### src/design/kcmd_pkg.sv
`timescale 1ns / 1ps
// ----------------------------------------------------------------------------
// kcmd_pkg
// Shared codes for the key/value command record parser: parse phases,
// opcode bytes, byte roles, verdicts, the result width and field byte counts.
// ----------------------------------------------------------------------------
package kcmd_pkg;

  localparam int unsigned OUT_TDATA_W = 152;

  // parse phases
  localparam logic [2:0] PH_OP     = 3'd0;
  localparam logic [2:0] PH_KLEN   = 3'd1;
  localparam logic [2:0] PH_KEY    = 3'd2;
  localparam logic [2:0] PH_VLEN   = 3'd3;
  localparam logic [2:0] PH_VAL    = 3'd4;
  localparam logic [2:0] PH_EXP    = 3'd5;
  localparam logic [2:0] PH_DONE   = 3'd6;
  localparam logic [2:0] PH_IGNORE = 3'd7;

  // opcode bytes
  localparam logic [7:0] OP_SET    = 8'h53;
  localparam logic [7:0] OP_DEL    = 8'h44;
  localparam logic [7:0] OP_SETEXP = 8'h54;
  localparam logic [7:0] OP_EXPIRE = 8'h45;
  localparam logic [7:0] OP_NOOP   = 8'h4E;

  // byte roles
  localparam logic [2:0] ROLE_OP      = 3'd0;
  localparam logic [2:0] ROLE_KLEN    = 3'd1;
  localparam logic [2:0] ROLE_KEY     = 3'd2;
  localparam logic [2:0] ROLE_VLEN    = 3'd3;
  localparam logic [2:0] ROLE_VAL     = 3'd4;
  localparam logic [2:0] ROLE_EXP     = 3'd5;
  localparam logic [2:0] ROLE_IGNORED = 3'd6;

  // verdicts
  localparam logic [1:0] VERDICT_OK        = 2'd0;
  localparam logic [1:0] VERDICT_BAD_OP    = 2'd1;
  localparam logic [1:0] VERDICT_TRUNCATED = 2'd2;
  localparam logic [1:0] VERDICT_NOOP_XTRA = 2'd3;

  localparam logic [2:0]  FLD_LEN_BYTES = 3'd4;
  localparam logic [3:0]  FLD_EXP_BYTES = 4'd8;

endpackage

### src/design/key_value_command_parser.sv
`timescale 1ns / 1ps
// ----------------------------------------------------------------------------
// key_value_command_parser
// Byte-serial parser for one key/value command record.
// ----------------------------------------------------------------------------
// Input channel in_*: one record byte per request in in_tdata, in_tlast on
// the record's final byte. Output channel out_*: one result per input byte,
// carrying the byte's role in out_tuser, the byte itself, the verdict (valid
// when out_tlast is high), the opcode, both lengths and the expiry.
// The parse state update and the result are formed from the incoming byte and
// the phase registers in a single pass and land in the output register.
// Throughput is one byte per cycle; the input is taken whenever the output
// register is empty or is being drained in the same cycle, so a stalled
// receiver holds the result and back-pressures the input after one request.
// Reset empties the output register and returns the parser to the opcode
// phase with all fields cleared; the same clearing happens after every byte
// marked last.
// ----------------------------------------------------------------------------
module key_value_command_parser (
  input  logic                              clk,
  input  logic                              rst_n,
  input  logic                              in_tvalid,
  output logic                              in_tready,
  input  logic [7:0]                        in_tdata,   // data_byte
  input  logic                              in_tlast,   // last_byte
  output logic                              out_tvalid,
  input  logic                              out_tready,
  // byte_out[7:0], verdict[9:8], op_code[17:10], key_length[49:18],
  // value_length[81:50], expiry_ms[145:82], zero fill[151:146]
  output logic [kcmd_pkg::OUT_TDATA_W-1:0]  out_tdata,
  output logic [2:0]                        out_tuser,  // byte_role
  output logic                              out_tlast   // record_end
);
  import kcmd_pkg::*;

  logic [2:0]  phase_r,     phase_nxt;
  logic [31:0] remain_r,    remain_nxt;
  logic [7:0]  opcode_r,    opcode_nxt;
  logic [31:0] key_len_r,   key_len_nxt;
  logic [31:0] val_len_r,   val_len_nxt;
  logic [63:0] expiry_r,    expiry_nxt;
  logic [1:0]  error_r,     error_nxt;

  logic        out_valid_r;
  logic [2:0]  role_r,      role_nxt;
  logic [7:0]  byte_r;
  logic        end_r;
  logic [1:0]  verdict_r,   verdict_nxt;
  logic [7:0]  res_op_r;
  logic [31:0] res_klen_r;
  logic [31:0] res_vlen_r;
  logic [63:0] res_exp_r,   res_exp_nxt;

  logic        accept;
  logic [31:0] remain_dec;
  logic [31:0] shift_klen;
  logic [31:0] shift_vlen;
  logic        op_valid;

  assign in_tready  = !out_valid_r || out_tready;
  assign accept     = in_tvalid && in_tready;
  assign remain_dec = remain_r - 32'd1;
  assign shift_klen = {key_len_r[23:0], in_tdata};
  assign shift_vlen = {val_len_r[23:0], in_tdata};
  assign op_valid   = (in_tdata == OP_SET) || (in_tdata == OP_DEL) ||
                      (in_tdata == OP_SETEXP) || (in_tdata == OP_EXPIRE);

  always_comb begin
    phase_nxt   = phase_r;
    remain_nxt  = remain_r;
    opcode_nxt  = opcode_r;
    key_len_nxt = key_len_r;
    val_len_nxt = val_len_r;
    expiry_nxt  = expiry_r;
    error_nxt   = error_r;
    role_nxt    = ROLE_IGNORED;
    case (phase_r)
      PH_OP: begin
        role_nxt   = ROLE_OP;
        opcode_nxt = in_tdata;
        if (in_tdata == OP_NOOP) begin
          phase_nxt = PH_DONE;
        end else if (op_valid) begin
          phase_nxt  = PH_KLEN;
          remain_nxt = 32'(FLD_LEN_BYTES);
        end else begin
          error_nxt = VERDICT_BAD_OP;
          phase_nxt = PH_IGNORE;
        end
      end
      PH_KLEN, PH_KEY: begin
        role_nxt   = (phase_r == PH_KLEN) ? ROLE_KLEN : ROLE_KEY;
        remain_nxt = remain_dec;
        if (phase_r == PH_KLEN) begin
          key_len_nxt = shift_klen;
        end
        if (remain_dec == 32'd0) begin
          if (phase_r == PH_KLEN && shift_klen != 32'd0) begin
            phase_nxt  = PH_KEY;
            remain_nxt = shift_klen;
          end else if (opcode_r == OP_EXPIRE) begin
            phase_nxt  = PH_EXP;
            remain_nxt = 32'(FLD_EXP_BYTES);
          end else if (opcode_r == OP_SET || opcode_r == OP_SETEXP) begin
            phase_nxt  = PH_VLEN;
            remain_nxt = 32'(FLD_LEN_BYTES);
          end else begin
            phase_nxt = PH_DONE;
          end
        end
      end
      PH_VLEN, PH_VAL: begin
        role_nxt   = (phase_r == PH_VLEN) ? ROLE_VLEN : ROLE_VAL;
        remain_nxt = remain_dec;
        if (phase_r == PH_VLEN) begin
          val_len_nxt = shift_vlen;
        end
        if (remain_dec == 32'd0) begin
          if (phase_r == PH_VLEN && shift_vlen != 32'd0) begin
            phase_nxt  = PH_VAL;
            remain_nxt = shift_vlen;
          end else if (opcode_r == OP_SETEXP) begin
            phase_nxt  = PH_EXP;
            remain_nxt = 32'(FLD_EXP_BYTES);
          end else begin
            phase_nxt = PH_DONE;
          end
        end
      end
      PH_EXP: begin
        role_nxt   = ROLE_EXP;
        expiry_nxt = {expiry_r[55:0], in_tdata};
        remain_nxt = remain_dec;
        if (remain_dec == 32'd0) begin
          phase_nxt = PH_DONE;
        end
      end
      PH_DONE: begin
        role_nxt = ROLE_IGNORED;
        if (opcode_r == OP_NOOP && error_r == VERDICT_OK) begin
          error_nxt = VERDICT_NOOP_XTRA;
        end
      end
      default: begin
        role_nxt = ROLE_IGNORED;
      end
    endcase

    // expiry only shown once fully read
    res_exp_nxt = 64'd0;
    if (phase_nxt == PH_DONE && (opcode_nxt == OP_SETEXP || opcode_nxt == OP_EXPIRE)) begin
      res_exp_nxt = expiry_nxt;
    end
    verdict_nxt = VERDICT_OK;
    if (in_tlast) begin
      verdict_nxt = (phase_nxt >= PH_DONE) ? error_nxt : VERDICT_TRUNCATED;
    end
  end

  // parse state
  always_ff @(posedge clk) begin
    if (!rst_n) begin
      phase_r   <= PH_OP;
      remain_r  <= 32'd0;
      opcode_r  <= 8'd0;
      key_len_r <= 32'd0;
      val_len_r <= 32'd0;
      expiry_r  <= 64'd0;
      error_r   <= VERDICT_OK;
    end else if (accept) begin
      if (in_tlast) begin
        phase_r   <= PH_OP;
        remain_r  <= 32'd0;
        opcode_r  <= 8'd0;
        key_len_r <= 32'd0;
        val_len_r <= 32'd0;
        expiry_r  <= 64'd0;
        error_r   <= VERDICT_OK;
      end else begin
        phase_r   <= phase_nxt;
        remain_r  <= remain_nxt;
        opcode_r  <= opcode_nxt;
        key_len_r <= key_len_nxt;
        val_len_r <= val_len_nxt;
        expiry_r  <= expiry_nxt;
        error_r   <= error_nxt;
      end
    end
  end

  // output register
  always_ff @(posedge clk) begin
    if (!rst_n) begin
      out_valid_r <= 1'b0;
    end else if (accept) begin
      out_valid_r <= 1'b1;
    end else if (out_tready) begin
      out_valid_r <= 1'b0;
    end
  end

  always_ff @(posedge clk) begin
    if (accept) begin
      role_r     <= role_nxt;
      byte_r     <= in_tdata;
      end_r      <= in_tlast;
      verdict_r  <= verdict_nxt;
      res_op_r   <= opcode_nxt;
      res_klen_r <= key_len_nxt;
      res_vlen_r <= val_len_nxt;
      res_exp_r  <= res_exp_nxt;
    end
  end

  assign out_tvalid = out_valid_r;
  assign out_tuser  = role_r;
  assign out_tlast  = end_r;
  assign out_tdata  = {6'd0, res_exp_r, res_vlen_r, res_klen_r, res_op_r, verdict_r, byte_r};

endmodule

### config.mk
export PLATFORM = sky130hd
export DESIGN_NAME = key_value_command_parser
export DESIGN_NICKNAME = d
export VERILOG_FILES = /design/src/design/kcmd_pkg.sv /design/src/design/key_value_command_parser.sv
export SDC_FILE = /design/constraint.sdc
export NUM_CORES = 1
export LEC_CHECK = 0
export BUFFER_PORTS_ARGS = -buffer_cell sky130_fd_sc_hd__buf_2
export CORE_MARGIN = 2
export CORE_UTILIZATION = 45
export CTS_CLUSTER_SIZE = 8
export DETAILED_ROUTE_END_ITERATION = 16
export GPL_TIMING_DRIVEN = 0
export PLACE_DENSITY = 0.63
export SYNTH_ARGS = -nofsm -noshare
export SYNTH_HDL_FRONTEND = slang
export SYNTH_SLANG_ARGS = --single-unit
### constraint.sdc
create_clock -name clk -period 20.1 [get_ports clk]
set_clock_uncertainty 0.15 [all_clocks]
set_input_delay 3.015 -clock clk [delete_from_list [all_inputs] [get_ports clk]]
set_output_delay 3.015 -clock clk [all_outputs]
set_load 0.01 [all_outputs]
==> out/summary.txt <==
outcome - finished, final reports clean
Leak Pwr - 7.06 nW
antenna violations before repair - 0
# setup viols final - 0
final number of hold-violating endpoints - 0
gpl congestion - 0.955
Ports - 171
H-tree depth - 2
WL/cell - 21.1 um
clock slew at reported path FFs - 0.05 ns
fin crit share - 33.1%
NumNets Final - 1760
Die ar. - 0.0355 mm2
GRT overflow - 0
Gate Count Post-Synth - 1527
WL final - 47.0 mm
Rows - 67
max-slew violations - 0
Final min period - 6.65 ns
Num CTS Buffers - 46
Post-synth ARST share - 0%
Die Height - 188 um
Die X - 188 um
P&R area growth vs syn - 18.2%
Core ar. - 0.0335 mm2
port buffer count - 164
first-iteration detailed-routing DRC count - 1265
MaxCap Viol Count - 0
hold buffers post-CTS - 0
drt pass-1 iters - 5
WP data required - 20.43 ns
Inserted Diodes - 0
maximum VDD drop - 0.0506 mV
share of cells above drive strength 1 - 16.5%
Sink Count - 324
RSZ-0062 raised after global routing - false
yosys warns - 0
Mapped Avg Cell Area - 10.0 um2
fmax - 150 MHz
Post-Synthesis Cell Area - 0.0153 mm2
initial core utilization - 45.6%
largest net degree at the start of global routing - 83
ANT nets after route - 0
vias in the first global route - 12000
Top FF cell, synth - dfxtp_1
CTS tree - built
Setup Buffers After CTS - 0
number of synthesized register bits - 324
Total Routing Usage GR - 26.3%
Post-DP HPWL - 34.1 mm
Power per Cell Area - 93.7 mW/mm2
Root Driver - clkbuf_16
Cell Count, Final, Fillers Out - 2229
placed insts - 2145
Post-synth EDFFs - 150
Vias - 12700
HP Class - flop to flop
Post-CTS Resized - 0
Synth cell types - 75
Hold WS - 0.374 ns
first-pass GRT wire length - 72.4 mm
Setup TNS Final - 0 ns
CP arrival - 6.98 ns
post-synthesis sequential area ratio - 52.2%
DR DRC count - 0
Crit Path Max Fanout - 10
kind of end point of the critical path - flop
CP Class - input pin to flop
startpoint types - input pin
Worst-Skew Late Latency - 0.56 ns
Vias per Instance - 5.68
worst slew pin tran - 1.36 ns
CTS Buffer Depth - 3
Slew headroom - 7.20%
[per-stage QoR]
step	util [%]	setup slack (ns)	instance area (um2)	power [mW]
global route	53.9	13.33	18100	1.76
finish	53.9	13.45	18100	1.69
floorplan	-	11.44	15300	0.905
global placement	49.8	8.31	16700	0.989
detailed placement	49.9	13.08	16700	0.987
CTS	53.9	13.52	18100	1.70
[cell usage after synthesis, drive strengths merged (3+ instances only)]
| master | count | area, um2 |
|---|---|---|
| a211o | 3 | 26.3 |
| a21boi | 5 | 37.5 |
| a21oi | 25 | 125 |
| a22o | 3 | 26.3 |
| a22oi | 150 | 1130 |
| a31oi | 7 | 43.8 |
| a32o | 6 | 60.1 |
| and2 | 13 | 81.3 |
| and3 | 6 | 37.5 |
| buf | 33 | 198 |
| clkbuf | 96 | 360 |
| dfxtp | 174 | 3480 |
| edfxtp | 150 | 4500 |
| inv | 13 | 48.8 |
| mux2i | 73 | 731 |
| nand2 | 267 | 1000 |
| nand2b | 9 | 56.3 |
| nand3 | 17 | 90.1 |
| nand4 | 21 | 144 |
| nand4b | 6 | 52.6 |
| nor2 | 42 | 158 |
| nor2b | 144 | 901 |
| nor3 | 81 | 612 |
| nor4 | 28 | 211 |
| nor4b | 6 | 65.1 |
| o211ai | 3 | 22.5 |
| o21a | 21 | 158 |
| o21ai | 32 | 160 |
| o21bai | 3 | 22.5 |
| o221ai | 7 | 61.3 |
| o2bb2ai | 3 | 26.3 |
| o31a | 3 | 26.3 |
| o31ai | 9 | 67.6 |
| or2 | 4 | 25.0 |
| or3 | 8 | 50.1 |
| or4 | 8 | 63.8 |
| xnor2 | 8 | 70.1 |
| xor2 | 9 | 78.8 |
[kinds of logic (layout without fill, tap and decap cells)]
logic type	after synthesis	in the layout	synth area share, %
other cells	1	6	0.0245
simple gates	670	670	23.8
mux	73	73	4.78
xor+xnor	17	17	0.974
flops	324	324	52.2
buf+inv	143	392	3.99
fa+ha+maj	3	3	0.229
compound gates	296	296	14.0
[worst max-delay path: stages]
cell and delay [ns]:
buf_2 0.10, clkbuf_1 0.34, nor4_1 0.36, nand3_1 0.26, nor3_1 0.74, nand2b_1 0.27
nand2_1 0.15, o31ai_1 0.56, o21ai_1 0.41, buf_2 0.39, a21oi_1 0.23, o21a_1 0.15
[routing by layer]
| layer | part of all wire [%] | track usage [%] | vias up |
|---|---|---|---|
| met5 | 0 | 0 | - |
| met2 | 45 | 41.4 | 516 |
| met1 | 45 | 37.1 | 6078 |
| met4 | 3.0 | 8.62 | 0 |
| met3 | 7.0 | 4.10 | 87 |
| li1 | - | - | 5975 |
[cell usage in the layout (no fill, tap or decap), drive strengths merged, types with 28 or more instances in the layout]
master	netlist	routed
edfxtp	150	150
dfxtp	174	174
nor4	28	28
nor3	81	81
nor2b	144	144
o21ai	32	32
a22oi	150	150
buf	33	198
clkbuf	96	177
nand2	267	267
mux2i	73	73
nor2	42	42
[area by class of cell]
cell class	instances	area, um2
Timing Repair Buffer	165	848
Clock inverter	3	55.1
Clock buffer	81	1290
Buffer	129	558
Fill cell	3052	15500
Multi-Input combinational cell	1065	6720
Inverter	14	57.6
Sequential cell	324	7990
Tap cell	448	561
[worst paths after layout]
check / startpoint / to / slack, ns / cells after the start
setup / recovery: in_tdata[3] / remain_r[17] / 13.45 / 12
hold / removal: expiry_r[60] / expiry_r[60] / 0.37 / 2
setup reg to reg: remain_r[0] / remain_r[17] / 14.74 / 13
hold reg to reg: expiry_r[60] / expiry_r[60] / 0.37 / 2
[state kept, by name (all words and copies together) (netlist names)]
| signal | flops |
|---|---|
| byte_r | 8 |
| error_r | 2 |
| expiry_r | 64 |
| key_len_r | 32 |
| opcode_r | 8 |
| out_tlast | 1 |
| out_tuser | 3 |
| out_tvalid | 1 |
| phase_r | 3 |
| remain_r | 32 |
| res_exp_r | 64 |
| res_klen_r | 32 |
| res_op_r | 8 |
| res_vlen_r | 32 |
| val_len_r | 32 |
| verdict_r | 2 |
[where the power goes]
group | internal, mW | total (mW) | switching [mW]
combinational | 0.0815 | 0.255 | 0.173
clock | 0.433 | 0.717 | 0.283
sequential | 0.712 | 0.723 | 0.0101
total | 1.23 | 1.69 | 0.467
Power figures use the tool's default switching activity.
